### src/sv/psh_pkg.sv
// ----------------------------------------------------------------------------
// psh_pkg: shared definitions for the heterodyne phase-shift pixel core
// Default sizes, step-count and frequency codes, and the CORDIC angle table.
// ----------------------------------------------------------------------------
package psh_pkg;

	localparam int SAMPLE_BITS_DEF = 12;
	localparam int PHASE_BITS_DEF  = 16;
	localparam int CORDIC_ITER_DEF = 16;

	localparam int ATAN_LEN = 24;

	// atan(2^-i), full turn = 2^32
	localparam longint ATAN_TURN32 [ATAN_LEN] = '{
		536870912, 316933406, 167458907, 85004756, 42667331, 21354465,
		10679838, 5340245, 2670163, 1335087, 667544, 333772,
		166886, 83443, 41722, 20861, 10430, 5215,
		2608, 1304, 652, 326, 163, 81
	};

	typedef logic [2:0] steps_t;
	localparam steps_t STEPS_THREE = 3'd3;
	localparam steps_t STEPS_FOUR  = 3'd4;
	localparam steps_t STEPS_FIVE  = 3'd5;
	localparam steps_t STEPS_SIX   = 3'd6;
	localparam steps_t STEPS_RESET = STEPS_FOUR;

	typedef logic [1:0] freq_t;
	localparam freq_t FREQ_ZERO  = 2'd0;
	localparam freq_t FREQ_ONE   = 2'd1;
	localparam freq_t FREQ_TWO   = 2'd2;
	localparam freq_t FREQ_THREE = 2'd3;

	// Table angle rounded half up to a binary angle where 2^pbits is a full turn
	function automatic longint atan_code(input int idx, input int pbits);
		longint r;
		if (idx >= ATAN_LEN) begin
			r = 0;
		end else begin
			r = (ATAN_TURN32[idx] + (longint'(1) <<< (31 - pbits))) >>> (32 - pbits);
		end
		return r;
	endfunction

endpackage

### src/sv/phase_shift_heterodyne_pixel_core.sv
// ----------------------------------------------------------------------------
// phase_shift_heterodyne_pixel_core: wrapped phase and heterodyne per pixel
// Per-pixel atan2 of phase-shifted samples through a row of CORDIC cells,
// with heterodyne differences of three pattern frequencies.
// ----------------------------------------------------------------------------
// Usage:
//   The slave stream carries one sample set per transaction, pixel-major,
//   frequency 0, 1 then 2 (tuser). The master stream returns one result per
//   transaction: the wrapped phase and, on frequency 2, the three heterodyne
//   differences with the diffs_valid flag in tuser.
//   cfg_valid/cfg_data write the step count (3 to 6); write it only while no
//   transaction is in flight. cfg_ready is always high.
//   Registered path from input transaction to result: formula stage, one
//   cell per CORDIC iteration, wrap, pair differences, output register.
//   Throughput: one transaction per cycle while the receiver does not stall,
//   set by the fully pipelined cell row.
//   Reset clears all stage valid bits, the stored phases of frequencies 0
//   and 1, and sets the step count to 4.
//   When the receiver stalls, results collect toward the output register;
//   s_tready stays high while any stage of the row still holds a bubble,
//   and drops once the row is full.
// ----------------------------------------------------------------------------
module phase_shift_heterodyne_pixel_core #(
	parameter int SAMPLE_BITS       = psh_pkg::SAMPLE_BITS_DEF,
	parameter int PHASE_BITS        = psh_pkg::PHASE_BITS_DEF,
	parameter int CORDIC_ITERATIONS = psh_pkg::CORDIC_ITER_DEF,
	localparam int IN_W  = ((6 * SAMPLE_BITS + 7) / 8) * 8,
	localparam int OUT_W = ((4 * (PHASE_BITS + 1) + 7) / 8) * 8
) (
	input  logic              clk,
	input  logic              arst_n,
	input  logic              cfg_valid,
	output logic              cfg_ready,
	input  psh_pkg::steps_t   cfg_data,
	input  logic              s_tvalid,
	output logic              s_tready,
	// sample_one, sample_two, sample_three, sample_four, sample_five, sample_six
	input  logic [IN_W-1:0]   s_tdata,
	// freq_index
	input  logic [1:0]        s_tuser,
	output logic              m_tvalid,
	input  logic              m_tready,
	// wrapped_phase, diff_one_two, diff_two_three, diff_all
	output logic [OUT_W-1:0]  m_tdata,
	// diffs_valid
	output logic              m_tuser
);

	localparam int S  = SAMPLE_BITS;
	localparam int N  = CORDIC_ITERATIONS;
	localparam int PW = PHASE_BITS + 1;
	localparam int W  = SAMPLE_BITS + 4 + CORDIC_ITERATIONS;
	localparam int ZW = PHASE_BITS + 2;

	psh_pkg::steps_t      step_count_q;

	logic                 valid_c [0:N];
	logic                 ready_c [0:N];
	logic signed [W-1:0]  x_c     [0:N];
	logic signed [W-1:0]  y_c     [0:N];
	logic signed [ZW-1:0] z_c     [0:N];
	logic                 zero_c  [0:N];
	psh_pkg::freq_t       freq_c  [0:N];

	logic [PW-1:0] phase_o, d12_o, d23_o, dall_o;

	assign cfg_ready = 1'b1;

	always_ff @(posedge clk or negedge arst_n) begin
		if (!arst_n) begin
			step_count_q <= psh_pkg::STEPS_RESET;
		end else if (cfg_valid && cfg_ready) begin
			step_count_q <= cfg_data;
		end
	end

	psh_prep #(
		.SAMPLE_BITS       (SAMPLE_BITS),
		.PHASE_BITS        (PHASE_BITS),
		.CORDIC_ITERATIONS (CORDIC_ITERATIONS)
	) u_prep (
		.clk        (clk),
		.arst_n     (arst_n),
		.step_count (step_count_q),
		.in_valid   (s_tvalid),
		.in_ready   (s_tready),
		.s1         (s_tdata[0*S +: S]),
		.s2         (s_tdata[1*S +: S]),
		.s3         (s_tdata[2*S +: S]),
		.s4         (s_tdata[3*S +: S]),
		.s5         (s_tdata[4*S +: S]),
		.s6         (s_tdata[5*S +: S]),
		.freq       (s_tuser),
		.out_ready  (ready_c[0]),
		.out_valid  (valid_c[0]),
		.x_s1       (x_c[0]),
		.y_s1       (y_c[0]),
		.z_s1       (z_c[0]),
		.zero_s1    (zero_c[0]),
		.freq_s1    (freq_c[0])
	);

	for (genvar k = 0; k < N; k++) begin : g_cell
		psh_cordic_cell #(
			.W          (W),
			.ZW         (ZW),
			.PHASE_BITS (PHASE_BITS),
			.IDX        (k)
		) u_cell (
			.clk       (clk),
			.arst_n    (arst_n),
			.in_valid  (valid_c[k]),
			.in_ready  (ready_c[k]),
			.x_in      (x_c[k]),
			.y_in      (y_c[k]),
			.z_in      (z_c[k]),
			.zero_in   (zero_c[k]),
			.freq_in   (freq_c[k]),
			.out_ready (ready_c[k+1]),
			.out_valid (valid_c[k+1]),
			.x_q       (x_c[k+1]),
			.y_q       (y_c[k+1]),
			.z_q       (z_c[k+1]),
			.zero_q    (zero_c[k+1]),
			.freq_q    (freq_c[k+1])
		);
	end

	psh_hetero #(
		.PHASE_BITS (PHASE_BITS)
	) u_hetero (
		.clk       (clk),
		.arst_n    (arst_n),
		.in_valid  (valid_c[N]),
		.in_ready  (ready_c[N]),
		.z_in      (z_c[N]),
		.zero_in   (zero_c[N]),
		.freq_in   (freq_c[N]),
		.out_ready (m_tready),
		.out_valid (m_tvalid),
		.phase_s3  (phase_o),
		.d12_s3    (d12_o),
		.d23_s3    (d23_o),
		.dall_s3   (dall_o),
		.dv_s3     (m_tuser)
	);

	assign m_tdata = {{(OUT_W - 4*PW){1'b0}}, dall_o, d23_o, d12_o, phase_o};

endmodule

### src/sv/psh_prep.sv
// ----------------------------------------------------------------------------
// psh_prep: numerator/denominator formation and quadrant pre-rotation
// Builds y and x from the samples per step count, turns vectors with x < 0
// by a quarter turn and scales them up for the CORDIC row.
// ----------------------------------------------------------------------------
module psh_prep #(
	parameter int SAMPLE_BITS       = psh_pkg::SAMPLE_BITS_DEF,
	parameter int PHASE_BITS        = psh_pkg::PHASE_BITS_DEF,
	parameter int CORDIC_ITERATIONS = psh_pkg::CORDIC_ITER_DEF,
	localparam int NW = SAMPLE_BITS + 2,
	localparam int W  = NW + 2 + CORDIC_ITERATIONS,
	localparam int ZW = PHASE_BITS + 2
) (
	input  logic                   clk,
	input  logic                   arst_n,
	input  psh_pkg::steps_t        step_count,
	input  logic                   in_valid,
	output logic                   in_ready,
	input  logic [SAMPLE_BITS-1:0] s1,
	input  logic [SAMPLE_BITS-1:0] s2,
	input  logic [SAMPLE_BITS-1:0] s3,
	input  logic [SAMPLE_BITS-1:0] s4,
	input  logic [SAMPLE_BITS-1:0] s5,
	input  logic [SAMPLE_BITS-1:0] s6,
	input  psh_pkg::freq_t         freq,
	input  logic                   out_ready,
	output logic                   out_valid,
	output logic signed [W-1:0]    x_s1,
	output logic signed [W-1:0]    y_s1,
	output logic signed [ZW-1:0]   z_s1,
	output logic                   zero_s1,
	output psh_pkg::freq_t         freq_s1
);

	localparam logic signed [ZW-1:0] HALF_PI = {{3{1'b0}}, 1'b1, {(PHASE_BITS-2){1'b0}}};

	logic signed [NW-1:0] e1, e2, e3, e4, e5, e6;
	logic signed [NW-1:0] xn, yn, xr, yr;
	logic signed [ZW-1:0] zr;
	psh_pkg::steps_t      eff;
	logic                 valid_s1;

	assign e1 = $signed({2'b00, s1});
	assign e2 = $signed({2'b00, s2});
	assign e3 = $signed({2'b00, s3});
	assign e4 = $signed({2'b00, s4});
	assign e5 = $signed({2'b00, s5});
	assign e6 = $signed({2'b00, s6});

	always_comb begin
		if (step_count < psh_pkg::STEPS_THREE) begin
			eff = psh_pkg::STEPS_THREE;
		end else if (step_count > psh_pkg::STEPS_SIX) begin
			eff = psh_pkg::STEPS_SIX;
		end else begin
			eff = step_count;
		end
	end

	always_comb begin
		case (eff)
			psh_pkg::STEPS_THREE: begin
				yn = (e2 <<< 1) - e1 - e3;
				xn = e3 - e1;
			end
			psh_pkg::STEPS_FOUR: begin
				yn = e4 - e2;
				xn = e1 - e3;
			end
			psh_pkg::STEPS_FIVE: begin
				yn = (e2 - e4) <<< 1;
				xn = (e3 <<< 1) - e1 - e5;
			end
			default: begin
				yn = e2 + e6 - (e4 <<< 1);
				xn = (e3 <<< 1) - e1 - e5;
			end
		endcase
	end

	// turn the left half-plane into the right one
	always_comb begin
		xr = xn;
		yr = yn;
		zr = '0;
		if (xn[NW-1]) begin
			if (!yn[NW-1]) begin
				xr = yn;
				yr = -xn;
				zr = HALF_PI;
			end else begin
				xr = -yn;
				yr = xn;
				zr = -HALF_PI;
			end
		end
	end

	assign in_ready  = !valid_s1 || out_ready;
	assign out_valid = valid_s1;

	always_ff @(posedge clk or negedge arst_n) begin
		if (!arst_n) begin
			valid_s1 <= 1'b0;
		end else if (in_ready) begin
			valid_s1 <= in_valid;
		end
	end

	always_ff @(posedge clk) begin
		if (in_ready && in_valid) begin
			x_s1    <= {{2{xr[NW-1]}}, xr, {CORDIC_ITERATIONS{1'b0}}};
			y_s1    <= {{2{yr[NW-1]}}, yr, {CORDIC_ITERATIONS{1'b0}}};
			z_s1    <= zr;
			zero_s1 <= (xn == '0) && (yn == '0);
			freq_s1 <= freq;
		end
	end

endmodule

### src/sv/psh_cordic_cell.sv
// ----------------------------------------------------------------------------
// psh_cordic_cell: one vectoring CORDIC iteration with its own register
// Rotates toward y = 0 by atan(2^-IDX) and passes the vector on.
// ----------------------------------------------------------------------------
module psh_cordic_cell #(
	parameter int W          = 32,
	parameter int ZW         = 18,
	parameter int PHASE_BITS = psh_pkg::PHASE_BITS_DEF,
	parameter int IDX        = 0
) (
	input  logic                 clk,
	input  logic                 arst_n,
	input  logic                 in_valid,
	output logic                 in_ready,
	input  logic signed [W-1:0]  x_in,
	input  logic signed [W-1:0]  y_in,
	input  logic signed [ZW-1:0] z_in,
	input  logic                 zero_in,
	input  psh_pkg::freq_t       freq_in,
	input  logic                 out_ready,
	output logic                 out_valid,
	output logic signed [W-1:0]  x_q,
	output logic signed [W-1:0]  y_q,
	output logic signed [ZW-1:0] z_q,
	output logic                 zero_q,
	output psh_pkg::freq_t       freq_q
);

	localparam logic signed [ZW-1:0] ANG = ZW'(psh_pkg::atan_code(IDX, PHASE_BITS));

	logic signed [W-1:0]  dx, dy, x_n, y_n;
	logic signed [ZW-1:0] z_n;
	logic                 valid_q;

	assign dx = y_in >>> IDX;
	assign dy = x_in >>> IDX;

	always_comb begin
		if (!y_in[W-1]) begin
			x_n = x_in + dx;
			y_n = y_in - dy;
			z_n = z_in + ANG;
		end else begin
			x_n = x_in - dx;
			y_n = y_in + dy;
			z_n = z_in - ANG;
		end
	end

	assign in_ready  = !valid_q || out_ready;
	assign out_valid = valid_q;

	always_ff @(posedge clk or negedge arst_n) begin
		if (!arst_n) begin
			valid_q <= 1'b0;
		end else if (in_ready) begin
			valid_q <= in_valid;
		end
	end

	always_ff @(posedge clk) begin
		if (in_ready && in_valid) begin
			x_q    <= x_n;
			y_q    <= y_n;
			z_q    <= z_n;
			zero_q <= zero_in;
			freq_q <= freq_in;
		end
	end

endmodule

### src/sv/psh_hetero.sv
// ----------------------------------------------------------------------------
// psh_hetero: phase wrap, per-pixel phase store and heterodyne differences
// Three stages: wrap the angle, form the pair differences while storing
// frequency 0 and 1 phases, then form the combined difference into the
// output register.
// ----------------------------------------------------------------------------
module psh_hetero #(
	parameter int PHASE_BITS = psh_pkg::PHASE_BITS_DEF,
	localparam int ZW = PHASE_BITS + 2,
	localparam int DW = PHASE_BITS + 3
) (
	input  logic                   clk,
	input  logic                   arst_n,
	input  logic                   in_valid,
	output logic                   in_ready,
	input  logic signed [ZW-1:0]   z_in,
	input  logic                   zero_in,
	input  psh_pkg::freq_t         freq_in,
	input  logic                   out_ready,
	output logic                   out_valid,
	output logic [PHASE_BITS:0]    phase_s3,
	output logic [PHASE_BITS:0]    d12_s3,
	output logic [PHASE_BITS:0]    d23_s3,
	output logic [PHASE_BITS:0]    dall_s3,
	output logic                   dv_s3
);

	localparam logic signed [ZW-1:0] PI_Z =
		{{(ZW-PHASE_BITS){1'b0}}, 1'b1, {(PHASE_BITS-1){1'b0}}};
	localparam logic signed [ZW-1:0] TWO_PI_Z = PI_Z <<< 1;
	localparam logic signed [DW-1:0] TWO_PI_D =
		{{(DW-PHASE_BITS-1){1'b0}}, 1'b1, {PHASE_BITS{1'b0}}};

	function automatic logic [PHASE_BITS:0] hdiff(input logic signed [DW-1:0] a,
			input logic signed [DW-1:0] b);
		logic signed [DW-1:0] d;
		logic signed [DW-1:0] dw;
		d  = a - b;
		dw = d + TWO_PI_D;
		if (a > b) begin
			return d[PHASE_BITS:0];
		end else begin
			return dw[PHASE_BITS:0];
		end
	endfunction

	logic                        v_s1, v_s2, v_s3;
	logic                        rdy1, rdy2, rdy3;
	logic signed [ZW-1:0]        zw;
	logic signed [PHASE_BITS:0]  phase_s1, phase_s2;
	psh_pkg::freq_t              freq_s1;
	logic signed [PHASE_BITS:0]  pf0_q, pf1_q;
	logic [PHASE_BITS:0]         d12_s2, d23_s2;
	logic                        dv_s2;
	logic [PHASE_BITS:0]         d12_n, d23_n;
	logic                        dv_n;

	assign rdy3      = !v_s3 || out_ready;
	assign rdy2      = !v_s2 || rdy3;
	assign rdy1      = !v_s1 || rdy2;
	assign in_ready  = rdy1;
	assign out_valid = v_s3;

	// fold overshoot back into (-pi, pi]
	always_comb begin
		zw = z_in;
		if (z_in > PI_Z) begin
			zw = z_in - TWO_PI_Z;
		end else if (z_in <= -PI_Z) begin
			zw = z_in + TWO_PI_Z;
		end
	end

	always_comb begin
		d12_n = '0;
		d23_n = '0;
		dv_n  = 1'b0;
		if (freq_s1 == psh_pkg::FREQ_TWO) begin
			d12_n = hdiff(DW'(pf0_q), DW'(pf1_q));
			d23_n = hdiff(DW'(pf1_q), DW'(phase_s1));
			dv_n  = 1'b1;
		end
	end

	always_ff @(posedge clk or negedge arst_n) begin
		if (!arst_n) begin
			v_s1  <= 1'b0;
			v_s2  <= 1'b0;
			v_s3  <= 1'b0;
			pf0_q <= '0;
			pf1_q <= '0;
		end else begin
			if (rdy1) begin
				v_s1 <= in_valid;
			end
			if (rdy2) begin
				v_s2 <= v_s1;
			end
			if (rdy3) begin
				v_s3 <= v_s2;
			end
			// store in item order as each transaction leaves the wrap stage
			if (v_s1 && rdy2) begin
				if (freq_s1 == psh_pkg::FREQ_ZERO) begin
					pf0_q <= phase_s1;
				end else if (freq_s1 == psh_pkg::FREQ_ONE) begin
					pf1_q <= phase_s1;
				end
			end
		end
	end

	always_ff @(posedge clk) begin
		if (rdy1 && in_valid) begin
			phase_s1 <= zero_in ? '0 : zw[PHASE_BITS:0];
			freq_s1  <= freq_in;
		end
		if (rdy2 && v_s1) begin
			phase_s2 <= phase_s1;
			d12_s2   <= d12_n;
			d23_s2   <= d23_n;
			dv_s2    <= dv_n;
		end
		if (rdy3 && v_s2) begin
			phase_s3 <= phase_s2;
			d12_s3   <= d12_s2;
			d23_s3   <= d23_s2;
			dall_s3  <= dv_s2 ? hdiff(DW'({2'b00, d12_s2}), DW'({2'b00, d23_s2})) : '0;
			dv_s3    <= dv_s2;
		end
	end

endmodule

### config.mk
export PLATFORM = sky130hd
export DESIGN_NAME = phase_shift_heterodyne_pixel_core
export DESIGN_NICKNAME = d
export VERILOG_FILES = /design/src/sv/psh_pkg.sv /design/src/sv/phase_shift_heterodyne_pixel_core.sv /design/src/sv/psh_prep.sv /design/src/sv/psh_cordic_cell.sv /design/src/sv/psh_hetero.sv
export SDC_FILE = /design/constraint.sdc
export NUM_CORES = 2
export LEC_CHECK = 0
export BUFFER_PORTS_ARGS = -buffer_cell sky130_fd_sc_hd__buf_2
export CELL_PAD_IN_SITES_DETAIL_PLACEMENT = 1
export CELL_PAD_IN_SITES_GLOBAL_PLACEMENT = 1
export CORE_UTILIZATION = 25
export CTS_BUF_LIST = sky130_fd_sc_hd__clkbuf_4 sky130_fd_sc_hd__clkbuf_8 sky130_fd_sc_hd__clkbuf_16
export DETAILED_ROUTE_END_ITERATION = 8
export PLACE_DENSITY_LB_ADDON = 0.05
export SKIP_CTS_REPAIR_TIMING = 1
export SLEW_MARGIN = 20
export SYNTH_ARGS = -nofsm -noshare
export SYNTH_HDL_FRONTEND = slang
export SYNTH_SLANG_ARGS = --single-unit
export TNS_END_PERCENT = 30
### constraint.sdc
create_clock -name clk -period 20.6 [get_ports clk]
set_clock_uncertainty 0.1 [all_clocks]
set_input_delay 4.12 -clock clk [delete_from_list [all_inputs] [get_ports clk]]
set_output_delay 4.12 -clock clk [all_outputs]
set_load 0.005 [all_outputs]
==> results.txt <==
In this design, the stage delay of the slowest critical-path cell is 600 ps. In the routed design, unresolved DRC markers number 0. The count of pins over their slew limit was 0.

During synthesis, Yosys emitted a total of 0 warnings. Detailed routing inserted a total of 73297 vias. For the total routed wirelength, the log shows 319000 um.

The fraction of final layout cells sized beyond drive strength 1 was 0.0668; the sequential-to-total area share from yosys stat was 0.373. The effective utilization at floorplan is 0.252, and the placement-stage cell area is 103000 um2. The number of I/O port buffers was 148; the aggregate global-route resource usage was 0.160. Traced cell by cell, the critical path runs through buf_2, nor2b_1, nand3_1, nor2_1, nand3_1, nor3_1, and4_1, nand3_1, buf_2. The final cell area excluding filler cells is 109000 um2. In this run the worst path has a maximum fanout of 6. Based on the critical path, the design can be clocked at up to 0.0906 GHz.

In this run the vertical extent of the chip is 622 um. The initial antenna violation count is 12, and the time the final worst path needs with I/O delays and setup is 11040 ps. Registers take 35900 um2. Number of hold violations in the final report: 0. On the critical path, the stage with the largest delay is an instance of nor3_1.

The logs give 11360 for the net count of the finished layout and 0 ps for the sum of negative setup slack. The run gives 6820 ps as the arrival time at the worst endpoint. The tools report the count of boundary I/O pins as 158.

The worst setup path is launched from a primary input. The vias per cell works out to 4.79. A synthesized cell averages 9.73 um2. The tools report the total die area as 387000 um2.

Layout filler cell count: 43385. Critical path required time: 16380 ps. In this run, distinct cell masters in the synthesized netlist total 108. For this run, the leading register cell type out of synthesis is edfxtp_1. The gate family responsible for the most delay along the worst path is simple AND/OR/NAND/NOR gates. In this run the deepest clock path goes through 4 buffers. Total congestion overflow after global routing: 0.

The logs give 484000 um for the wire length of the first global-routing pass and 0 for the count of final setup violators. By startpoint and endpoint, the worst setup path is classified as in2out. The tools report the placed wire-length estimate after detailed placement as 261000 um.

The endpoint class of the critical path was an output port. The tree built by TritonCTS fans out to 1203 sinks. In this run the core area contains 227 standard-cell rows. Entering global routing, the biggest net connects 72 pins. TritonCTS built the clock tree.

The run finished with clean final reports. The tools report the worst slew margin relative to its limit as 0.286. The cell area after synthesis came out at 96200 um2. In this run the remaining antenna-violating nets after routing total 0. The number of cells produced by synthesis is 9891. Compared with the post-synthesis result, the final layout area differs by 13.0%. The via count of the first global-routing pass is 77817. TritonCTS created 166 clock buffers. The clock insertion delay at the later pin of the skew report came out at 900 ps. The number of buffers and inverters on the critical path is 2. At the end of routability-driven placement, the weighted congestion stood at 0.821. The transition time at the pin with the least slew margin came out at 1070 ps.

Most numerous cell on the critical path: nand3_1. Buffer cell driving the clock tree root: clkbuf_16. Dividing the detail-routed wire length by the instance count gives 20.8 um.

In this run, synthesis inferred 1148 flip-flops with an integrated enable. The die is 622 um wide. In this run the number of H-tree levels came out at 4. The final clock period utilization by the worst path was 0.536; the number of DRC violations after detailed-routing iteration 0 was 3022.

Max-cap violations in this run came to 0. The clock-pin slew of the registers on the worst-case setup and hold paths works out to 60 ps. After synthesis the netlist holds a flip-flop and latch count of 1203. The share of async-settable or async-resettable flops after synthesis came out at 0.0457.

Classification of the worst-slack hold path: reg2reg. The floorplan step defined a core boundary enclosing 383000 um2. Summing all multi-input logic gate instances after layout gives 57800 um2. Setup repair after global routing left no endpoint under its margin. Before antenna repair, the detailed router went through 5 iterations.
final timing paths:
| kind | start | end | slack (ps) | cells past startpoint |
|---|---|---|---|---|
| max | m_tready | s_tready | 9560 | 9 |
| max in group asynchronous | arst_n | step_count_q[1] | 16220 | 2 |
| max reg2reg | g_cell[4].u_cell.y_q[6] | g_cell[5].u_cell.x_q[31] | 14520 | 17 |
| min in group asynchronous | arst_n | u_hetero.pf1_q[12] | 3020 | 1 |
| min | g_cell[2].u_cell.freq_q[0] | g_cell[3].u_cell.freq_q[0] | 280 | 0 |
| min reg2reg | g_cell[2].u_cell.freq_q[0] | g_cell[3].u_cell.freq_q[0] | 280 | 0 |
cell usage in the layout (no fill, tap or decap), types with 154 or more instances in the layout:
master and count:
a21o_1 315, a21oi_1 887, clkbuf_16 169, edfxtp_1 1148, ha_1 1099, inv_1 555, nand2_1 459, nand2b_1 164
nand3_1 161, nor2_1 1062, nor2b_1 166, nor3_1 310, o21a_1 154, o21ai_0 438, xnor2_1 880, xor2_1 444
worst reg2reg max path: cells and delay by family, from the launching register on:
kind,cells,cell delay [ps]
flops,1,670
compound gates,5,1580
xor+xnor,2,730
buf+inv,1,230
fa+ha+maj,2,710
simple gates,7,1730
layer usage:
layer	up-vias	global-route usage	share of wire
met5	-	0	0.000056
li1	36535	-	-
met4	4	0.0340	0.020
met1	35859	0.197	0.44
met2	599	0.298	0.51
met3	300	0.0157	0.021
Yosys cell counts, types with 31 or more instances:
library cell	count	area share
o21ai_0	439	0.023
a31oi_1	96	0.0062
o21a_1	154	0.012
nand4_1	47	0.0031
and3_1	87	0.0057
mux2i_1	37	0.0038
nor2b_1	172	0.011
buf_1	34	0.0013
a211oi_1	75	0.0059
a21boi_0	53	0.0041
mux2_2	48	0.0056
xnor2_1	880	0.080
dfrtp_1	54	0.014
o41ai_1	41	0.0037
clkbuf_1	96	0.0037
nand3_1	161	0.0084
and2_1	71	0.0046
inv_1	556	0.022
nor2_1	1063	0.041
nand2b_1	164	0.011
or3_1	53	0.0034
o21bai_1	124	0.0097
or2_2	31	0.0020
a21o_1	315	0.025
nand2_1	459	0.018
ha_1	1099	0.14
fa_1	61	0.013
edfxtp_1	1148	0.36
nor3_1	311	0.016
xor2_1	444	0.040
nor4_1	68	0.0044
a21oi_1	887	0.046
o31ai_1	45	0.0035
registers in the layout, summed over array words and instances, names as in the netlist, 16 cells and up:
| register | cells |
|---|---|
| u_hetero.d12_s3 | 16 |
| g_cell.u_cell.x_q | 336 |
| g_cell.u_cell.zero_q | 16 |
| g_cell.u_cell.out_valid | 16 |
| u_hetero.d23_s3 | 16 |
| u_hetero.phase_s2 | 16 |
| u_hetero.d12_s2 | 16 |
| u_hetero.phase_s1 | 16 |
| g_cell.u_cell.y_q | 354 |
| u_hetero.pf1_q | 16 |
| u_hetero.pf0_q | 16 |
| u_hetero.dall_s3 | 16 |
| u_hetero.phase_s3 | 16 |
| g_cell.u_cell.z_q | 245 |
| g_cell.u_cell.freq_q | 32 |
| u_hetero.d23_s2 | 16 |
area by class of cell:
cell class,count,area share
diodes,12,0.000276
clock buffers,210,0.0422
clock inverters,91,0.00842
inverters,563,0.0194
multi-input cells,7975,0.531
flip-flops and latches,1203,0.330
well taps,5038,0.0580
repair buffers,209,0.0110
cells by family after synthesis:
family / count (synthesis) / share of synthesized area
AND/OR/NAND/NOR: 2808 / 0.140
AO/OA/AOI/OAI: 2589 / 0.173
XOR/XNOR: 1324 / 0.120
flip-flops: 1203 / 0.373
adder cells (fa/ha/maj): 1160 / 0.156
buffers and inverters: 720 / 0.0288
multiplexers: 85 / 0.00946
other: 2 / 0.0000780
metrics by stage:
stage,util,worst slack [ps],instances,hold slack [ps]
2_1_floorplan,-,8990,9898,300
3_3_place_gp,0.270,9640,14988,301
3_5_place_dp,0.270,9570,14988,306
4_1_cts,0.284,9560,15289,272
5_1_grt,0.284,9220,15291,280
6_report,0.284,9560,15301,284
Power is left out: the tool's default activity adds up to more than one toggle a clock period on the data nets, which glitch-free logic cannot reach.
